===== config.mk =====
export PLATFORM = sky130hd
export DESIGN_NAME = gcre_prep
export DESIGN_NICKNAME = d
export VERILOG_FILES = /design/src/rtl/gcre_pkg.sv /design/src/rtl/gcre_prep.sv
export SDC_FILE = /design/constraint.sdc
export NUM_CORES = 1
export LEC_CHECK = 0
export BUFFER_PORTS_ARGS = -buffer_cell sky130_fd_sc_hd__buf_2
export CAP_MARGIN = 15
export CORE_MARGIN = 4
export CORE_UTILIZATION = 30
export CTS_CLUSTER_SIZE = 40
export DETAILED_ROUTE_END_ITERATION = 8
export SETUP_SLACK_MARGIN = 0.05
export SYNTH_ARGS = -nofsm -noshare
export SYNTH_HDL_FRONTEND = slang
export SYNTH_SLANG_ARGS = --single-unit
export TNS_END_PERCENT = 100

===== constraint.sdc =====
create_clock -name clk -period 12 [get_ports clk]
set_input_delay 0.6 -clock clk [delete_from_list [all_inputs] [get_ports clk]]
set_output_delay 0.6 -clock clk [all_outputs]
set_load 0.005 [all_outputs]

===== src/rtl/gcre_pkg.sv =====
// Shared types and constants for the grid cell range enumerator.
`default_nettype none
package gcre_pkg;

  localparam int NUM_LANES = 6;
  localparam int AXES      = 3;
  localparam int IN_W      = 32;
  localparam int CS_W      = 24;
  localparam int QW        = 15;
  localparam int CELL_W    = 16;
  localparam int DIV_W     = CS_W + QW;

  localparam logic [QW-1:0]   INDEX_LIMIT   = 15'd32766;
  localparam logic [CS_W-1:0] CELL_SIZE_RST = 24'd16384;

  typedef logic [IN_W-1:0] mag_t;
  typedef logic signed [CELL_W-1:0] cell_t;

  // One corner component on its way through the divider, in sign and magnitude.
  typedef struct packed {
    mag_t          rem;
    logic [QW-1:0] quo;
    logic          neg;
    logic          ovf;
  } lane_t;

  // Cell range of one box after the division.
  typedef struct packed {
    cell_t [AXES-1:0] lo;
    cell_t [AXES-1:0] hi;
    logic             empty;
  } box_t;

endpackage
`default_nettype wire


===== src/rtl/gcre_prep.sv =====
// Input stage: corner magnitudes, signs and quotient overflow detection.
`default_nettype none
module gcre_prep (
  input  wire                                          clk,
  input  wire                                          rst_n,
  input  wire                                          adv,
  input  wire                                          valid_i,
  input  wire  [gcre_pkg::NUM_LANES-1:0][gcre_pkg::IN_W-1:0] coord_i,
  input  wire  [gcre_pkg::CS_W-1:0]                    cs_i,
  output logic                                         valid_o,
  output gcre_pkg::lane_t [gcre_pkg::NUM_LANES-1:0]    lanes_o
);

  logic                                      valid_r;
  gcre_pkg::lane_t [gcre_pkg::NUM_LANES-1:0] lanes_r;
  gcre_pkg::lane_t [gcre_pkg::NUM_LANES-1:0] lanes_nxt;

  always_comb begin
    for (int l = 0; l < gcre_pkg::NUM_LANES; l++) begin
      lanes_nxt[l].neg = coord_i[l][gcre_pkg::IN_W-1];
      lanes_nxt[l].rem = coord_i[l][gcre_pkg::IN_W-1] ? (~coord_i[l] + 1'b1) : coord_i[l];
      lanes_nxt[l].quo = '0;
      // A magnitude of cs * 2^QW or more cannot fit the quotient and saturates.
      lanes_nxt[l].ovf = {{(gcre_pkg::DIV_W-gcre_pkg::IN_W){1'b0}}, lanes_nxt[l].rem} >=
                         {cs_i, {gcre_pkg::QW{1'b0}}};
    end
  end

  always_ff @(posedge clk) begin
    if (!rst_n) begin
      valid_r <= 1'b0;
    end else if (adv) begin
      valid_r <= valid_i;
    end
  end

  always_ff @(posedge clk) begin
    if (adv) begin
      lanes_r <= lanes_nxt;
    end
  end

  assign valid_o = valid_r;
  assign lanes_o = lanes_r;

endmodule
`default_nettype wire


==> impl_metrics.ini <==
[synth]
muxShareOfSynthArea = 0.00544
synthesis.area_mm2 = 0.0138
yosysSeqAreaShare = 0.445
synth_cell_types = 59
synth-simple-area-share = 0.140
synthCells = 1290
synth_compound_area_frac = 0.128
synthAdderAreaFrac = 0.0979
synth-edff-count = 204
ys_ff_latch = 205
async_reset_ff_frac = 0
synth_top_family_by_area = simple AND/OR/NAND/NOR gates
dominantRegCellSynth = edfxtp_1
yosysWarnings = 0
synthXorXnorAreaFrac = 0.110
syn_area_per_cell_um2 = 10.7

[timing]
fmax_ghz = 0.219
fin_crit_sh = 0.381
slew_headroom = 0.403
finalMaxSlewViolations = 0
finalClockSkew_ns = 0
setup_slack_ns = 7.42
rsz0062_at_grt = false
fin_crit_ns = 4.58
setup_viol = 0
holdWs_ns = 0.274
tns_ns = 0
max_slew.worst_pin.slew_ns = 0.895
hold_viol_final = 0

[finish]
final_cell_mix = buf_2 (423), edfxtp_1 (204), xnor2_1 (166)
final_common_cell = buf_2
nets = 2037
area_growth_pct = 23.7
drive_above_1_share = 0.280
fillers = 4566

[setup_path]
r2r-end = valid_o$_SDFFE_PN0P_
r2r-start = valid_o$_SDFFE_PN0P_
crit_arrival_ns = 4.92
endpoint_kind = register
cp-startpoint = coord_i[128]
setup.worst_path.class = input pin to register
r2r_slack_ns = 11.41
worstPathRequired_ns = 12.34
r2r_cells = 2
crit_fanout = 6
crit_path_start_kind = input pin
crit_path_end = lanes_o[196]$_DFFE_PP_

[power]
p_clk_frac = 0.363
internal_power_mw = 1.51
vdd_drop_max_mv = 0.0831
switching_share = 0.280
p_seq_frac = 0.429
power_switching_mw = 0.586
powerDensity_mw_per_mm2 = 123
power_leakage_nw = 6.88
p_comb_frac = 0.208

[floorplan]
ios = 515
die_w_um = 222
dieArea_mm2 = 0.0495
initial_core_util = 0.304
core_area_mm2 = 0.0454
num_rows = 78
fp.dieH_um = 222

[place]
dpl.hpwl_mm = 37.5
port_buffers = 424
gp_congestion = 0.895
dp_worst_setup_slack_ns = 6.90

[global_route]
grt_antenna_before_repair = 11
grt_usage = 0.184
grt_pass1_wl_mm = 70.7
grt_pass1_vias = 11568
grt_start_max_net_pins = 83
overflow = 0

[clock_network]
cts_tree = done
post_cts_buffers = 0
h-tree-depth = 1
cts_buffers = 27
cts_resized = 0
cts.root.buffer_cell = clkbuf_16
cts_hold_buf = 0
clkLatencyLatePin_ns = 0.54
clk_pin_slew_ns = 0.06
clockBufferDepth = 3
clock-sinks = 205

[worst_hold_path]
hold_class = input pin to register

[routing]
drc_errors = 0
first_iter_violations = 792
vias = 11782
viasPerCell = 5.05
finalWirelength_mm = 48.4
firstDrtPassIters = 5
wl_per_cell_um = 20.7
ant_nets = 0

[flow_run]
max_cap_viol_count = 0

[status]
outcome = finished clean
[power groups by stage]
stage | registers [mW] | clock network [mW] | logic (mW)
2_1_floorplan | 0.920 | 0 | 0.220
3_3_place_gp | 0.913 | 0 | 0.429
3_5_place_dp | 0.913 | 0 | 0.436
4_1_cts | 0.900 | 0.788 | 0.438
5_1_grt | 0.905 | 0.813 | 0.485
6_report | 0.898 | 0.760 | 0.435
[cell type report]
class	instances	area, um^2	share of cell area
multi-input combinational	1001	7000	0.410
sequential	205	6150	0.360
timing repair buffer	430	2180	0.127
tap	600	751	0.0440
clock buffer	35	706	0.0413
inverter	44	165	0.00968
clock inverter	13	113	0.00660
antenna	6	15.0	0.000880
[Yosys cell counts, types with 26 or more instances]
master,number,area share
nor3_1,26,0.0094
inv_1,44,0.012
nand3_1,27,0.0098
edfxtp_1,204,0.44
nand2_1,92,0.025
nor2_1,41,0.011
ha_1,108,0.098
xnor2_1,166,0.11
a21oi_1,27,0.0098
o31ai_1,56,0.030
clkbuf_1,34,0.0092
buf_4,90,0.049
or3_1,31,0.014
o21ai_0,96,0.035
[state kept, by name (all words and copies together), names as in the netlist]
signal / flops
valid_o: 1
lanes_o: 204
[through the flow]
step	total power, mW	std cells	util	area, um^2
global placement	1.34	2280	0.358	16200
CTS	2.13	2328	0.376	17100
global route	2.20	2332	0.376	17100
detailed placement	1.35	2280	0.358	16200
floorplan	1.14	1379	-	14100
finish	2.09	2334	0.376	17100
[worst max-delay path, cell delays in order]
cell and delay (ns):
buf_2 0.11, inv_1 0.08, ha_1 0.20, inv_1 0.08
or4_4 0.55, or4_1 0.61, or4_4 0.50, nand2b_4 0.19
o41ai_2 0.31, xnor2_1 0.14, ha_1 0.30, nand4_1 0.12
nor3_1 0.31, nand3_1 0.13, nor4_1 0.28, nand4b_1 0.14
o41ai_1 0.26
[logic make-up (layout without fill, tap and decap cells)]
kind of cell / Yosys count / count (layout)
compound gates: 267 / 267
xor+xnor: 174 / 174
fa+ha+maj: 108 / 108
buf+inv: 173 / 522
flops: 205 / 205
mux: 7 / 7
other cells: 1 / 96
simple gates: 355 / 355
[worst min path at each step]
stage | start | end | slack (ns) | cells past startpoint
3_3_place_gp | valid_o$_SDFFE_PN0P_ | valid_o$_SDFFE_PN0P_ | 0.49 | 2
5_1_grt | coord_i[128] | lanes_o[213]$_DFFE_PP_ | 0.27 | 1
3_5_place_dp | valid_o$_SDFFE_PN0P_ | valid_o$_SDFFE_PN0P_ | 0.51 | 2
6_report | rst_n | valid_o$_SDFFE_PN0P_ | 0.27 | 2
4_1_cts | coord_i[128] | lanes_o[213]$_DFFE_PP_ | 0.23 | 1
2_1_floorplan | valid_o$_SDFFE_PN0P_ | valid_o$_SDFFE_PN0P_ | 0.51 | 2
[metal layers]
layer | up-vias | part of all wire | track usage
met1 | 5597 | 0.42 | 0.240
met5 | - | 0.0013 | 0
met2 | 555 | 0.47 | 0.308
met3 | 79 | 0.088 | 0.0453
li1 | 5541 | - | -
met4 | 10 | 0.023 | 0.0487
Power figures use the tool's default switching activity.
