**src/rtl/gcre_pkg.sv**
```systemverilog
// Shared types and constants for the grid cell range enumerator.
`default_nettype none
package gcre_pkg;

  localparam int NUM_LANES = 6;
  localparam int AXES      = 3;
  localparam int IN_W      = 32;
  localparam int CS_W      = 24;
  localparam int QW        = 15;
  localparam int CELL_W    = 16;
  localparam int DIV_W     = CS_W + QW;

  localparam logic [QW-1:0]   INDEX_LIMIT   = 15'd32766;
  localparam logic [CS_W-1:0] CELL_SIZE_RST = 24'd16384;

  typedef logic [IN_W-1:0] mag_t;
  typedef logic signed [CELL_W-1:0] cell_t;

  // One corner component on its way through the divider, in sign and magnitude.
  typedef struct packed {
    mag_t          rem;
    logic [QW-1:0] quo;
    logic          neg;
    logic          ovf;
  } lane_t;

  // Cell range of one box after the division.
  typedef struct packed {
    cell_t [AXES-1:0] lo;
    cell_t [AXES-1:0] hi;
    logic             empty;
  } box_t;

endpackage
`default_nettype wire

```
**src/rtl/gcre_walk.sv**
```systemverilog
// Cell walker: steps through the cells of one box, z fastest, one per transfer.
`default_nettype none
module gcre_walk #(
  parameter int MAX_CELLS = 64
) (
  input  wire                         clk,
  input  wire                         rst_n,
  input  wire                         box_valid_i,
  input  gcre_pkg::box_t              box_i,
  output logic                        ready_o,
  output logic                        out_tvalid,
  input  wire                         out_tready,
  output logic [3*gcre_pkg::CELL_W-1:0] out_tdata,
  output logic                        out_tlast,
  output logic                        out_tuser
);

  localparam int CNT_W = (MAX_CELLS > 1) ? $clog2(MAX_CELLS) : 1;

  logic                                  busy_r;
  gcre_pkg::cell_t [gcre_pkg::AXES-1:0]  lo_r;
  gcre_pkg::cell_t [gcre_pkg::AXES-1:0]  hi_r;
  gcre_pkg::cell_t                       x_r, y_r, z_r;
  gcre_pkg::cell_t                       x_nxt, y_nxt, z_nxt;
  logic [CNT_W-1:0]                      n_r;
  logic                                  x_end, y_end, z_end, final_cell, cap;
  logic                                  take, load;

  assign x_end      = (x_r == hi_r[0]);
  assign y_end      = (y_r == hi_r[1]);
  assign z_end      = (z_r == hi_r[2]);
  assign final_cell = x_end && y_end && z_end;
  assign cap        = (n_r == CNT_W'(MAX_CELLS - 1));

  assign take    = busy_r && out_tready;
  assign ready_o = !busy_r || (out_tready && out_tlast);
  assign load    = box_valid_i && ready_o;

  always_comb begin
    z_nxt = z_end ? lo_r[2] : z_r + 1'b1;
    y_nxt = z_end ? (y_end ? lo_r[1] : y_r + 1'b1) : y_r;
    x_nxt = (z_end && y_end) ? x_r + 1'b1 : x_r;
  end

  always_ff @(posedge clk) begin
    if (!rst_n) begin
      busy_r <= 1'b0;
    end else if (load) begin
      busy_r <= !box_i.empty;
    end else if (take && out_tlast) begin
      busy_r <= 1'b0;
    end
  end

  always_ff @(posedge clk) begin
    if (load) begin
      lo_r <= box_i.lo;
      hi_r <= box_i.hi;
      x_r  <= box_i.lo[0];
      y_r  <= box_i.lo[1];
      z_r  <= box_i.lo[2];
      n_r  <= '0;
    end else if (take) begin
      x_r <= x_nxt;
      y_r <= y_nxt;
      z_r <= z_nxt;
      n_r <= n_r + 1'b1;
    end
  end

  assign out_tvalid = busy_r;
  assign out_tdata  = {z_r, y_r, x_r};
  assign out_tlast  = final_cell || cap;
  assign out_tuser  = cap && !final_cell;

endmodule
`default_nettype wire

```
**config.mk**
```make
export PLATFORM = sky130hd
export DESIGN_NAME = gcre_walk
export DESIGN_NICKNAME = d
export VERILOG_FILES = /design/src/rtl/gcre_pkg.sv /design/src/rtl/gcre_walk.sv
export SDC_FILE = /design/constraint.sdc
export NUM_CORES = 1
export LEC_CHECK = 0
export ABC_AREA = 0
export BUFFER_PORTS_ARGS = -buffer_cell sky130_fd_sc_hd__clkbuf_2
export CORE_MARGIN = 2
export CORE_UTILIZATION = 53
export CTS_CLUSTER_SIZE = 30
export DETAILED_ROUTE_END_ITERATION = 8
export GPL_ROUTABILITY_DRIVEN = 0
export PLACE_DENSITY = 0.79
export SETUP_SLACK_MARGIN = 0.02
export SYNTH_ARGS = -nofsm -noshare
export SYNTH_HDL_FRONTEND = slang
export SYNTH_SLANG_ARGS = --single-unit
```
**constraint.sdc**
```tcl
create_clock -name clk -period 7.1 [get_ports clk]
set_clock_uncertainty 0.1 [all_clocks]
set_input_delay 0.355 -clock clk [delete_from_list [all_inputs] [get_ports clk]]
set_output_delay 0.355 -clock clk [all_outputs]
set_load 0.005 [all_outputs]
```
==> reports/qor.txt <==
run status: completed
share of synthesized flip-flops with an asynchronous set or reset: 0%
Hold Fails Final Rpt: 0
worst-path maximum fanout: 31
number of enable-type register cells in the synthesized netlist: 128
Starting Density: 53.7%
global-route usage over all layers: 22.3%
Register-to-Register Setup Slack: 3.32 ns
final setup violation count: 0
Yosys warning count: 0
Power Density: 253 nW/um^2
first-pass detailed-route iteration total: 4
post-synthesis average cell area: 13.5 um^2
Netlist Area Pre-Place: 6400 um^2
Detailed Route Iter0 Violations: 285
number of rows created at floorplan: 40
delay contributed by the slowest stage of the critical path: 0.70 ns
WL final: 13800 um
data arrival at the endpoint of the critical path: 3.72 ns
setup TNS: 0 ns
fraction of post-synthesis cell area in the top cell type by area: 60.0%
initial antenna violation count: 0
clock buffer depth: 2
total count of max-transition violations in the final report: 0
post-DR vias/cell: 5.32
pin count of the biggest net entering global routing: 46
WP buf/inv: 1
critical path launch point type: flip-flop
clock-pin transition on the worst setup and hold timing paths: 0.05 ns
largest delay contributor family on the critical path: compound AO/OA/AOI/OAI gates
ports placed on the boundary: 153
most frequently used cell type in the post-synthesis netlist: sky130_fd_sc_hd__edfxtp_1
number of nets in the final layout: 748
most frequent cells after synthesis: 128 x sky130_fd_sc_hd__edfxtp_1, 73 x sky130_fd_sc_hd__xnor2_1, 52 x sky130_fd_sc_hd__nand2_1
main area contributors after synthesis: sky130_fd_sc_hd__edfxtp_1 60%, sky130_fd_sc_hd__xnor2_1 10%, sky130_fd_sc_hd__mux2_2 6.2%
die span in x: 114 um
terminus of the critical flop-to-flop path: y_r[14]
height of the die: 114 um
Slew @ Worst Pin: 0.831 ns
RSZ-0062 raised after global routing: no
cts-stage hold buffer count: 9
peak ir drop on the vdd network: 0.185 mV
Syn Inst Count: 473
synth-to-layout area growth: 23.5%
max-cap violations: 0
wire length of the first global-routing pass: 21900 um
critical path's slowest cell: sky130_fd_sc_hd__o21ai_4
share of post-route cells with drive strength above 1: 33.5%
distinct cell type count after synthesis: 33
TritonCTS clock tree: built
overall via count from detail_route: 4253
post-route core utilization: 66.4%
Num Clock Sinks: 135
endpoint class of the critical path: flip-flop
buffer type at the clock tree root: sky130_fd_sc_hd__clkbuf_16
clock latency on the worst-skew pair: 0.42 ns
worst hold path cell count: 1
cts bufs inserted: 17
DIE AREA: 13000 um^2
share of synthesized area occupied by flip-flops and latches: 62.2%
R2R depth: 7
shortest period the worst path allows: 3.78 ns
commonest register cell after synthesis: sky130_fd_sc_hd__edfxtp_1
Req. time, crit path: 7.04 ns
sum of overflow across all layers after global routing: 0
launch point of the worst reg-to-reg path: x_r[8]
Max-Slew Margin vs Limit: 44.4%
# H-tree levels: 4
critical-path cell list: xnor2_1 -> nand4_1 -> nor4_1 -> nand3_2 -> o21ai_4 -> buf_4 -> a21o_1
category of the critical setup timing path: flip-flop to flip-flop
hold-critical path endpoint: hi_r[37]
vias in the first global route: 4383
number of port buffers: 152
reported leakage power: 2.97 nW
core region area: 11900 um^2
nets in the synthesized netlist: 578
HPWL after DPL: 9810 um
Antenna Violating Nets Remaining: 0
cell type with the largest total area after synthesis: sky130_fd_sc_hd__edfxtp_1
Post-CTS Repair Setup Buffers: 0
Tcrit/Tclk final: 53.2%
highest clock rate: 265 MHz
number of antenna cells inserted: 0
quantity of gates resized following cts: 0
class of the tightest hold or removal check: primary input to flip-flop
average detailed-routed wire length per instance: 17.2 um
final routed DRC violation total: 0
register bit total from synthesis: 135
startpoint of the worst hold path: box_i[38]
-- flip-flops by register name, indices dropped and copies added, names as in the netlist --
name,cells
hi_r,48
lo_r,32
x_r,16
y_r,16
z_r,16
n_r,6
out_tvalid,1
-- area by class of cell --
cell class                 instances  area, um^2
fill                             912        4010
clock buffer                      21         440
inverter                           6        22.5
clock inverter                     8        60.1
multi-input combinational        317        2330
tap                              147         184
timing repair buffer             166         888
sequential                       135        3980
-- worst max-delay path by stage --
stage | end | start | cells past startpoint
after floorplan | y_r[0] | z_r[3] | 8
after global placement | x_r[8] | x_r[7] | 7
after detailed placement | x_r[8] | x_r[0] | 7
after CTS | y_r[3] | x_r[0] | 7
after global routing | y_r[0] | x_r[0] | 7
final | y_r[14] | x_r[8] | 7
-- placed cells by master, fill, tap and decap left out, types with 3 or more instances in the layout --
cell type                       instances
sky130_fd_sc_hd__mux2_1                14
sky130_fd_sc_hd__clkbuf_1               4
sky130_fd_sc_hd__dfxtp_1                7
sky130_fd_sc_hd__inv_1                  6
sky130_fd_sc_hd__clkinv_1               4
sky130_fd_sc_hd__and2_1                 3
sky130_fd_sc_hd__dlygate4sd3_1          9
sky130_fd_sc_hd__and3_1                 8
sky130_fd_sc_hd__nand3_1               17
sky130_fd_sc_hd__clkbuf_16             17
sky130_fd_sc_hd__buf_4                  5
sky130_fd_sc_hd__nand2_1               52
sky130_fd_sc_hd__edfxtp_1             128
sky130_fd_sc_hd__clkinv_2               3
sky130_fd_sc_hd__xnor2_1               73
sky130_fd_sc_hd__nor2_1                14
sky130_fd_sc_hd__ha_1                   4
sky130_fd_sc_hd__xor2_1                22
sky130_fd_sc_hd__clkbuf_2             152
sky130_fd_sc_hd__and4_1                 4
sky130_fd_sc_hd__o21ai_0               31
sky130_fd_sc_hd__mux2_2                35
sky130_fd_sc_hd__nor4_1                 3
sky130_fd_sc_hd__nand4_1               21
-- routing by layer --
metal,part of all wire [%],up-vias,routed length (um),global-route usage (%)
li1,-,2068,-,-
met1,42,2029,5740,26.6
met2,51,127,6990,38.3
met3,4.8,29,657,6.11
met4,2.6,0,363,9.19
met5,0,-,0,0
-- cells by family (layout without fill, tap and decap cells) --
kind of cell    Yosys count  count (layout)  share of synthesized area, %
mux                      50              50                          8.78
buf+inv                  21             201                          1.58
xor+xnor                 95              95                          13.0
simple gates            130             130                          10.4
compound gates           38              38                          3.19
flops                   135             135                          62.2
fa+ha+maj                 4               4                         0.782
-- where the power goes --
| group | switching [mW] | internal (mW) |
|---|---|---|
| clock | 0.296 | 0.467 |
| combinational | 0.106 | 0.124 |
| sequential | 0.0578 | 0.950 |
-- stage by stage --
step | hold slack, ns | cells | area (um^2) | total power [mW] | setup WS (ns)
after floorplan | 0.354 | 473 | 6400 | 1.15 | 3.39
after global routing | 0.00367 | 800 | 7910 | 2.08 | 2.97
after global placement | 0.367 | 762 | 7320 | 1.24 | 3.38
after detailed placement | 0.385 | 762 | 7320 | 1.25 | 3.23
final | 0.0136 | 800 | 7910 | 2.00 | 3.32
after CTS | 0.000244 | 800 | 7910 | 2.02 | 3.21
(Power assumes the default switching activity.)
