==> config.mk <==
export PLATFORM = sky130hd
export DESIGN_NAME = gcre_fix
export DESIGN_NICKNAME = d
export VERILOG_FILES = /design/src/rtl/gcre_pkg.sv /design/src/rtl/gcre_fix.sv
export SDC_FILE = /design/constraint.sdc
export NUM_CORES = 1
export LEC_CHECK = 0
export ABC_AREA = 1
export BUFFER_PORTS_ARGS = -buffer_cell sky130_fd_sc_hd__buf_2
export CORE_AREA = 2 2 154 156
export CTS_BUF_LIST = sky130_fd_sc_hd__clkbuf_16
export DETAILED_ROUTE_END_ITERATION = 16
export DIE_AREA = 0 0 156 158
export GPL_ROUTABILITY_DRIVEN = 0
export GPL_TIMING_DRIVEN = 1
export HOLD_SLACK_MARGIN = 0.03
export PLACE_DENSITY = 0.65
export SLEW_MARGIN = 20
export SYNTH_ARGS = -nofsm -noshare
export SYNTH_HDL_FRONTEND = slang
export SYNTH_SLANG_ARGS = --single-unit
==> constraint.sdc <==
create_clock -name clk -period 2.89 [get_ports clk]
set_input_delay 0 -clock clk [delete_from_list [all_inputs] [get_ports clk]]
set_output_delay 0 -clock clk [all_outputs]
set_load 0.01 [all_outputs]
==> src/rtl/gcre_pkg.sv <==
// Shared types and constants for the grid cell range enumerator.
`default_nettype none
package gcre_pkg;

  localparam int NUM_LANES = 6;
  localparam int AXES      = 3;
  localparam int IN_W      = 32;
  localparam int CS_W      = 24;
  localparam int QW        = 15;
  localparam int CELL_W    = 16;
  localparam int DIV_W     = CS_W + QW;

  localparam logic [QW-1:0]   INDEX_LIMIT   = 15'd32766;
  localparam logic [CS_W-1:0] CELL_SIZE_RST = 24'd16384;

  typedef logic [IN_W-1:0] mag_t;
  typedef logic signed [CELL_W-1:0] cell_t;

  // One corner component on its way through the divider, in sign and magnitude.
  typedef struct packed {
    mag_t          rem;
    logic [QW-1:0] quo;
    logic          neg;
    logic          ovf;
  } lane_t;

  // Cell range of one box after the division.
  typedef struct packed {
    cell_t [AXES-1:0] lo;
    cell_t [AXES-1:0] hi;
    logic             empty;
  } box_t;

endpackage
`default_nettype wire

==> src/rtl/gcre_fix.sv <==
// Output stage of the divider: clamp, floor rounding and the inverted-box check.
`default_nettype none
module gcre_fix (
  input  wire                                        clk,
  input  wire                                        rst_n,
  input  wire                                        adv,
  input  wire                                        valid_i,
  input  gcre_pkg::lane_t [gcre_pkg::NUM_LANES-1:0]  lanes_i,
  output logic                                       valid_o,
  output gcre_pkg::box_t                             box_o
);

  logic                                       valid_r;
  gcre_pkg::box_t                             box_r;
  gcre_pkg::box_t                             box_nxt;
  gcre_pkg::cell_t [gcre_pkg::NUM_LANES-1:0]  cell_idx;

  function automatic gcre_pkg::cell_t to_cell(input gcre_pkg::lane_t l);
    logic                  sat;
    logic                  rnz;
    logic [gcre_pkg::QW-1:0] q;
    gcre_pkg::cell_t       mag;
    sat = l.ovf || (l.quo > gcre_pkg::INDEX_LIMIT) ||
          ((l.quo == gcre_pkg::INDEX_LIMIT) && (l.rem != '0));
    q   = sat ? gcre_pkg::INDEX_LIMIT : l.quo;
    rnz = !sat && (l.rem != '0);
    mag = gcre_pkg::cell_t'({1'b0, q});
    if (!l.neg) begin
      return mag;
    end else if (rnz) begin
      // Negative with a remainder: floor is one below the negated quotient.
      return ~mag;
    end else begin
      return gcre_pkg::cell_t'(0) - mag;
    end
  endfunction

  always_comb begin
    for (int l = 0; l < gcre_pkg::NUM_LANES; l++) begin
      cell_idx[l] = to_cell(lanes_i[l]);
    end
    box_nxt.empty = 1'b0;
    for (int a = 0; a < gcre_pkg::AXES; a++) begin
      box_nxt.lo[a] = cell_idx[a];
      box_nxt.hi[a] = cell_idx[a + gcre_pkg::AXES];
      if ($signed(cell_idx[a]) > $signed(cell_idx[a + gcre_pkg::AXES])) begin
        box_nxt.empty = 1'b1;
      end
    end
  end

  always_ff @(posedge clk) begin
    if (!rst_n) begin
      valid_r <= 1'b0;
    end else if (adv) begin
      valid_r <= valid_i;
    end
  end

  always_ff @(posedge clk) begin
    if (adv) begin
      box_r <= box_nxt;
    end
  end

  assign valid_o = valid_r;
  assign box_o   = box_r;

endmodule
`default_nettype wire

==> out/qor.csv, run 1 <==
metric;value;unit
outcome;complete, but fails checks;
violations;negative setup slack;
routed_wl;28500;microns
placementRows;56;
synthMostInstantiatedCell;nand2_1;
cts-root-to-sink-buffers;2;
timing.rr.end;valid_o$_SDFFE_PN0P_;
drv_cap;0;
synth.area.top_cells;edfxtp_1, nand2_1, ha_1;
post-route-drc-count;0;
drt-vias-per-instance;4.75;
total_overflow_reported_by_the_global_router;0;
ff2ff_path_depth;3;
dr_wl_met3;2060;microns
period_share;112;%
end_kind;register;
grtUsageTotal;21.6;%
synthDominantCellAreaShare;35.6;%
antenna_found_initial;0;
detail-route-antenna-nets;0;
synth_top_area_cell;edfxtp_1;
critical_path.startpoint;lanes_i[75];
synth.cell_area;0.00819;sq mm
setup.worst_path.end;box_o[0]$_SDFFCE_PP1P_;
yosysWarningCount;0;
numCtsBuffers;9;
worstPathArrival;3.35;ns
dr.first_iter.drc_count;428;
cts-htree-levels;3;
chipHeight;158;microns
io-pin-count;396;
vdd_drop_max;256;uV
timing.max_slew.rel_slack;61.9;%
stdcell_count;2099;
setup_violations;1;
finish.net_count;2154;
die_w;156;microns
criticalPathCategory;input port to register;
top_layer_used;met4;
num-fill-cells;1966;
critPathMaxFanout;3;
yosys.area_share.simple;31.3;%
power.static_leakage;7.00;nW
synth_adder_area_share;8.09;%
grt_first_pass_wirelength;42700;microns
synth_common_cells;nand2_1, nor2_1, inv_1;
setup_total_negative_slack;-0.345;ns
placement.io_buffers;395;
worst_hold_check_path_type;input port to register;
critical-path-slowest-cell;nor4_1;
asr_flop_ratio_synth;0;%
r2r_slack;1.69;ns
synthFlopType;edfxtp_1;
synth.yosys.seq_area_share;35.8;%
fin_hold_ws;0.208;ns
grt_pass1_vias;9437;
wirelength_met1;11700;microns
syn_inst;1067;
synth_top_family_by_area;simple AND/OR/NAND/NOR gates;
critical_path.n_buffers_inverters;5;
post_route_cells_drive_above_1_share;49.6;%
final_period_minus_worst_setup_slack;3.23;ns
fmaxAchievable;309;MHz
utilization;60.9;%
seqCellArea;0.00293;sq mm
worst_setup_hold_path_clk_slew;0.07;ns
post_synthesis_register_bit_count;98;
timing.final.ws_setup;-0.345;ns
rsz0062_at_grt;true;
synthesis.nets;1418;
critical_path.startpoint_type;input port;
compound_cell_area_share_of_the_yosys_netlist;9.22;%
timing.critical_path.depth;25;
root_cell_of_the_clock_tree;clkbuf_16;
multi_input_area;0.00514;sq mm
clock_skew;0;ns
initial_core_util;35.5;%
coreArea;0.0231;sq mm
clkSinkCount;98;
hpwlAfterDp;22800;microns
yosys.cell_types.count;48;
syn2layout_area_growth;71.4;%
maximum_number_of_pins_on_one_net_before_global_route_repair;100;
power_per_cell_area;350;mW/mm^2
number_of_enable_type_register_cells_in_the_synthesized_netlist;97;
detailroute.via_count;9960;
worstSkewPairLatency;0.35;ns
max_stage_delay;0.30;ns
dr_wl_met2;14100;microns
synthXorXnorAreaFrac;6.93;%
syn-mean-instance-area;7.68;sq um
final-hold-violation-count;0;
finalMaxSlewViolations;0;
fp.dieArea;0.0246;sq mm
crit-reg2reg-launch;valid_o$_SDFFE_PN0P_;
cell_type_group_with_the_largest_total_delay_on_the_critical_path;simple AND/OR/NAND/NOR gates;
post-place-cells;2055;
yosys-mux-area-fraction;0;%
cts_tree;done;
avgRoutedWirePerCell;13.6;microns
drt_pre_antenna_iters;5;
timing_worst_slew_pin_value;0.571;ns
cp.required;3.01;ns
==> layout make-up <==
cell class / count / area share (%)
Multi-Input combinational cell: 788 / 36.6
Timing Repair Buffer: 739 / 33.2
Sequential cell: 98 / 20.9
Inverter: 167 / 4.46
Tap cell: 290 / 2.58
Clock buffer: 9 / 1.60
Clock inverter: 7 / 0.659
Antenna cell: 1 / 0.0178
==> routing by layer <==
metal,GRT usage [%],up-vias
met3,4.63,53
met5,0,-
li1,-,5084
met2,39.0,367
met4,7.47,0
met1,25.4,4456
==> kinds of logic (layout without fill, tap and decap cells) <==
group           Yosys count  count (layout)
compound gates          122             122
flops                    98              98
other cells               0               1
simple gates            549             549
fa+ha+maj                53              53
buf+inv                 181             922
xor+xnor                 64              64
==> cells in the final DEF (no fill, tap or decap), types with 21 or more instances in the layout <==
cell type / count
buf_2: 383
xor2_1: 41
nand2_1: 183
nand3_1: 42
ha_1: 45
buf_4: 339
inv_1: 147
o21ai_0: 42
nor2_1: 152
nand4_1: 37
nand2_2: 21
edfxtp_1: 97
==> stage by stage <==
stage               cell area (sq um)  setup WS [ns]  power (mW)
detailed placement              12900         -0.883        3.47
floorplan                        8230         -0.228        2.51
finish                          14000         -0.345        4.91
global placement                12900         -0.883        3.44
CTS                             13500         -0.265        4.86
global route                    14000         -0.643        5.18
==> timing repair <==
item	CTS	global route
pin swaps	33	67
hold endpoints to repair	1	0
setup endpoints to repair	1	1
hold buffers	2	0
buffers inserted	11	14
gates resized for setup	43	74
==> report_power, final <==
group          switching (mW)  internal (mW)
Combinational           0.914          0.886
Sequential             0.0452           1.74
Clock                   0.564          0.758
==> state kept, by name, summed over array words and instances (netlist names) <==
name	count
valid_o	1
box_o	97
==> tightest hold or removal path: stages <==
cell	delay, ns
buf_2	0.18
nand2_1	0.10
xnor2_1	0.06
inv_1	0.10
==> how the worst min path moves through the flow <==
stage                            start                    to  slack, ns  cells after the start
after floorplan                    adv  valid_o$_SDFFE_PN0P_       0.09                      1
final                      lanes_i[50]   box_o[72]$_DFFE_PP_       0.21                      4
after detailed placement       valid_i  valid_o$_SDFFE_PN0P_       0.24                      3
after CTS                  lanes_i[51]   box_o[65]$_DFFE_PP_       0.19                      3
after global routing      lanes_i[251]   box_o[37]$_DFFE_PP_       0.23                      5
after global placement         valid_i  valid_o$_SDFFE_PN0P_       0.24                      3
No activity file was read; power rests on OpenSTA's default activity.
==> inputs of run 2 (changes only) <==
--- a/config.mk
+++ b/config.mk
@@ -7,14 +7,16 @@
 export LEC_CHECK = 0
 export ABC_AREA = 1
 export BUFFER_PORTS_ARGS = -buffer_cell sky130_fd_sc_hd__buf_2
-export CORE_AREA = 2 2 154 156
+export CELL_PAD_IN_SITES_DETAIL_PLACEMENT = 1
+export CELL_PAD_IN_SITES_GLOBAL_PLACEMENT = 1
+export CORE_MARGIN = 2
+export CORE_UTILIZATION = 30
 export CTS_BUF_LIST = sky130_fd_sc_hd__clkbuf_16
 export DETAILED_ROUTE_END_ITERATION = 16
-export DIE_AREA = 0 0 156 158
 export GPL_ROUTABILITY_DRIVEN = 0
 export GPL_TIMING_DRIVEN = 1
 export HOLD_SLACK_MARGIN = 0.03
-export PLACE_DENSITY = 0.65
+export PLACE_DENSITY = 0.77
 export SLEW_MARGIN = 20
 export SYNTH_ARGS = -nofsm -noshare
 export SYNTH_HDL_FRONTEND = slang
==> out/qor.csv, run 2 (synthesized netlist as in run 1, its figures left out) <==
metric;value;unit
total_overflow_reported_by_the_global_router;0;
worst_hold_check_path_type;input port to register;
initial_core_util;30.5;%
placement.io_buffers;395;
violations;negative setup slack;
post_route_cells_drive_above_1_share;48.9;%
vdd_drop_max;229;uV
rsz0062_at_grt;true;
r2r_slack;1.68;ns
timing_worst_slew_pin_value;0.845;ns
period_share;122;%
critPathMaxFanout;5;
grt_first_pass_wirelength;54700;microns
finalMaxSlewViolations;0;
end_kind;register;
fmaxAchievable;284;MHz
num-fill-cells;3426;
cp.required;3.00;ns
utilization;52.3;%
syn2layout_area_growth;71.6;%
routed_wl;36200;microns
place_area;0.0130;sq mm
worst_setup_hold_path_clk_slew;0.07;ns
hpwlAfterDp;29100;microns
max_stage_delay;0.34;ns
timing.final.ws_setup;-0.629;ns
pre_cts_ws;-1.02;ns
timing.max_slew.rel_slack;43.7;%
most-common-layout-cells;buf_2, buf_4, nand2_1, nor2_1, inv_1;
criticalPathCategory;input port to register;
commonest_non_fill_non_tap_cell_in_the_layout;buf_2;
fin_hold_ws;0.117;ns
cts-htree-levels;3;
power_per_cell_area;353;mW/mm^2
power.static_leakage;7.06;nW
final_period_minus_worst_setup_slack;3.52;ns
critical_path.startpoint_type;input port;
final_instance_area;0.0141;sq mm
drt-vias-per-instance;4.81;
numCtsBuffers;9;
grtUsageTotal;23.9;%
seqCellArea;0.00293;sq mm
post-route-drc-count;0;
stdcell_count;2163;
post-place-cells;2119;
cts_tree;done;
root_cell_of_the_clock_tree;clkbuf_16;
clkSinkCount;98;
finish.net_count;2167;
drv_cap;0;
crit_path_frequent_cell;nand2_1;
cts-root-to-sink-buffers;2;
dr.first_iter.drc_count;411;
die_w;169;microns
detail-route-antenna-nets;0;
largest_reg_flops;97;
avgRoutedWirePerCell;16.8;microns
fp.dieArea;0.0286;sq mm
worstPathArrival;3.63;ns
antenna_found_initial;3;
critical-path-slowest-cell;nor4_4;
coreArea;0.0269;sq mm
detailroute.via_count;10400;
outcome;complete, but fails checks;
worstSkewPairLatency;0.36;ns
placementRows;60;
grt_pass1_vias;11400;
drt_pre_antenna_iters;7;
multi_input_area;0.00502;sq mm
maximum_number_of_pins_on_one_net_before_global_route_repair;55;
clock_skew;0;ns
io-pin-count;396;
setup_violations;1;
final-hold-violation-count;0;
chipHeight;169;microns
[run 2: repair_timing]
action / CTS / global route
cloned: 0 / 0
hold buffers: 2 / 0
setup endpoints to repair: 1 / 1
pin swaps: 23 / 52
endpoints found under the hold margin: 1 / 0
buffers inserted: 8 / 17
resized for setup: 28 / 64
[run 2: final timing paths]
kind                   startpoint                endpoint  depth (start not counted)
min reg2reg  valid_o$_SDFFE_PN0P_    valid_o$_SDFFE_PN0P_                          3
max reg2reg  valid_o$_SDFFE_PN0P_    valid_o$_SDFFE_PN0P_                          3
max                   lanes_i[47]  box_o[0]$_SDFFCE_PP1P_                         25
min                  lanes_i[197]     box_o[18]$_DFFE_PP_                          3
[run 2: routing by layer]
metal  part of all wire [%]  vias up  track usage [%]
met2                     52      357             45.3
met5                  0.072        -                0
met1                     38     4877             25.6
met4                    3.5        4             9.18
met3                    6.3       79             5.46
li1                       -     5097                -
[run 2: area by class of cell]
type / count / area share, %
tap: 341 / 3.04
multi-input combinational: 788 / 35.7
timing repair buffer: 752 / 33.8
inverter: 167 / 4.48
clock inverter: 7 / 0.490
antenna: 1 / 0.0178
clock buffer: 9 / 1.60
sequential: 98 / 20.9
[run 2: report_power, final]
part           leakage, nW  switching [mW]  internal (mW)  total [mW]
registers            0.955          0.0473           1.74        1.79
clock network        0.153           0.608          0.675        1.28
logic                 5.95           0.985          0.908        1.89
[run 2: critical path: cells and delay by family]
kind	cells	cell delay, ns
AOI/OAI and AO/OA	3	0.33
adders and majority gates	1	0.33
buffers and inverters	5	0.58
and+or+nand+nor	16	2.39
[run 2: per-stage QoR]
| step | power (mW) | TNS [ns] |
|---|---|---|
| after floorplan | 2.51 | -0.228 |
| after global routing | 5.25 | -0.879 |
| after global placement | 3.47 | -1.03 |
| final | 4.96 | -0.629 |
| after detailed placement | 3.57 | -1.02 |
| after CTS | 4.91 | -0.389 |
==> inputs of run 3 (changes only) <==
--- a/config.mk
+++ b/config.mk
@@ -7,10 +7,10 @@
 export LEC_CHECK = 0
 export ABC_AREA = 1
 export BUFFER_PORTS_ARGS = -buffer_cell sky130_fd_sc_hd__buf_2
-export CELL_PAD_IN_SITES_DETAIL_PLACEMENT = 1
-export CELL_PAD_IN_SITES_GLOBAL_PLACEMENT = 1
+export CELL_PAD_IN_SITES_DETAIL_PLACEMENT = 2
+export CELL_PAD_IN_SITES_GLOBAL_PLACEMENT = 2
 export CORE_MARGIN = 2
-export CORE_UTILIZATION = 30
+export CORE_UTILIZATION = 23
 export CTS_BUF_LIST = sky130_fd_sc_hd__clkbuf_16
 export DETAILED_ROUTE_END_ITERATION = 16
 export GPL_ROUTABILITY_DRIVEN = 0
==> out/qor.csv, run 3 (synthesized netlist as in run 1, its figures left out) <==
metric;value;unit
total_switching_power;1.76;mW
critical_path.n_buffers_inverters;4;
cts_tree;done;
critical_path.startpoint_type;input port;
pre_cts_ws;-1.13;ns
hpwlAfterDp;34500;microns
final-hold-violation-count;0;
finish.net_count;2150;
worstPathArrival;3.68;ns
worst_setup_hold_path_clk_slew;0.08;ns
final_period_minus_worst_setup_slack;3.55;ns
timing_worst_slew_pin_value;0.810;ns
maximum_number_of_pins_on_one_net_before_global_route_repair;53;
power.static_leakage;6.90;nW
worst_hold_check_path_type;input port to register;
clock_skew;0;ns
violations;negative setup slack;
grt_first_pass_wirelength;63500;microns
drt-vias-per-instance;4.68;
max_stage_delay;0.32;ns
worstSkewPairLatency;0.37;ns
drv_cap;0;
outcome;complete, but fails checks;
coreArea;0.0353;sq mm
end_kind;register;
criticalPathCategory;input port to register;
pwr-share-seq;35.5;%
numCtsBuffers;9;
drt_pre_antenna_iters;5;
critical-path-slowest-cell;nor4_2;
placementRows;69;
critPathMaxFanout;6;
post-place-cells;2238;
groute.layer.met3.usage;3.87;%
vdd_drop_max;292;uV
cell_type_group_with_the_largest_total_delay_on_the_critical_path;simple AND/OR/NAND/NOR gates;
stdcell_count;2267;
avgRoutedWirePerCell;19.3;microns
largest_reg_flops;97;
fin_hold_ws;0.175;ns
routed_wl;43700;microns
detailroute.via_count;10600;
chipHeight;193;microns
cellInternalPower;3.30;mW
cts-htree-levels;3;
post_route_cells_drive_above_1_share;48.2;%
grtUsageTotal;22.2;%
timing.max_slew.rel_slack;46.0;%
commonest_non_fill_non_tap_cell_in_the_layout;buf_2;
timing.final.ws_setup;-0.660;ns
cts-root-to-sink-buffers;2;
grt.met2_usage;43.3;%
placement.io_buffers;395;
root_cell_of_the_clock_tree;clkbuf_16;
post-route-drc-count;0;
crit_path_frequent_cell;nand2_1;
busiest_layer;met2;
finalMaxSlewViolations;0;
most-common-layout-cells;buf_2, buf_4, nand2_1, nor2_1, inv_1;
setup_violations;1;
clkSinkCount;98;
io-pin-count;396;
utilization;39.4;%
initial_core_util;23.2;%
sw_frac_of_total;34.8;%
fp.dieArea;0.0371;sq mm
comb_power_share;38.1;%
rsz0062_at_grt;true;
power_per_cell_area;364;mW/mm^2
detail-route-antenna-nets;0;
antenna_found_initial;3;
die_w;193;microns
fmaxAchievable;282;MHz
dr.first_iter.drc_count;391;
grt.met1_usage;24.5;%
grt_pass1_vias;12000;
cp.required;3.02;ns
total_overflow_reported_by_the_global_router;0;
period_share;123;%
power.clock.fraction;26.4;%
syn2layout_area_growth;69.8;%
## run 3: changes by cell type in the layout (fill, tap and decap cells not counted), moves of 2 or more
cell	delta
ha_4	-4
buf_4	-13
buf_2	+7
o21ai_0	-2
nand2_1	+6
o221ai_1	-2
clkinvlp_4	+2
nand2_2	-5
o221ai_2	+2
buf_6	-11
nor4_4	-6
nor4_2	+6
ha_1	+3
## run 3: power groups by stage
stage                     Combinational [mW]  Sequential [mW]  Clock [mW]
after floorplan                        0.621             1.89           0
after global placement                  1.68             1.82           0
after detailed placement                1.81             1.83           0
after CTS                               1.87             1.80        1.37
after global routing                    2.11             1.81        1.41
final                                   1.93             1.80        1.34
## run 3: layout make-up
cell class / count / area [sq um]
fillers: 4097 / 21400
clock inverters: 7 / 75.1
well taps: 461 / 577
diodes: 2 / 5.00
inverters: 167 / 627
clock buffers: 9 / 225
multi-input cells: 788 / 4910
flip-flops and latches: 98 / 2930
repair buffers: 735 / 4560
## run 3: per-stage QoR
step                setup TNS, ns  power [mW]  area, sq um
floorplan                  -0.228        2.51         8230
global placement           -0.806        3.50        13200
detailed placement          -1.13        3.64        13200
CTS                        -0.448        5.04        13700
global route               -0.940        5.33        13900
finish                     -0.660        5.06        13900
## run 3: routing by layer
metal	part of all wire [%]	vias up
met5	0.030	-
met4	1.7	2
met3	4.8	49
met2	54	292
met1	39	5203
li1	-	5054
## run 3: tightest hold or removal path, delay by kind of cell
family | cells | cell delay, ns
AND/OR/NAND/NOR | 1 | 0.08
buffers and inverters | 3 | 0.25
AO/OA/AOI/OAI | 1 | 0.06
## run 3: repair_timing
item / in CTS / in global routing
cloned: 0 / 0
resized for setup: 30 / 37
hold endpoints to repair: 1 / 0
setup endpoints to repair: 1 / 1
pin swaps: 15 / 22
hold buffers: 2 / 0
buffers inserted: 4 / 5
## run 3: final timing paths
kind	start	to	slack, ns	cells past startpoint
max reg2reg	valid_o$_SDFFE_PN0P_	valid_o$_SDFFE_PN0P_	1.67	3
min reg2reg	valid_o$_SDFFE_PN0P_	valid_o$_SDFFE_PN0P_	1.13	3
max	lanes_i[26]	box_o[0]$_SDFFCE_PP1P_	-0.66	25
min	lanes_i[212]	box_o[31]$_DFFE_PP_	0.17	5
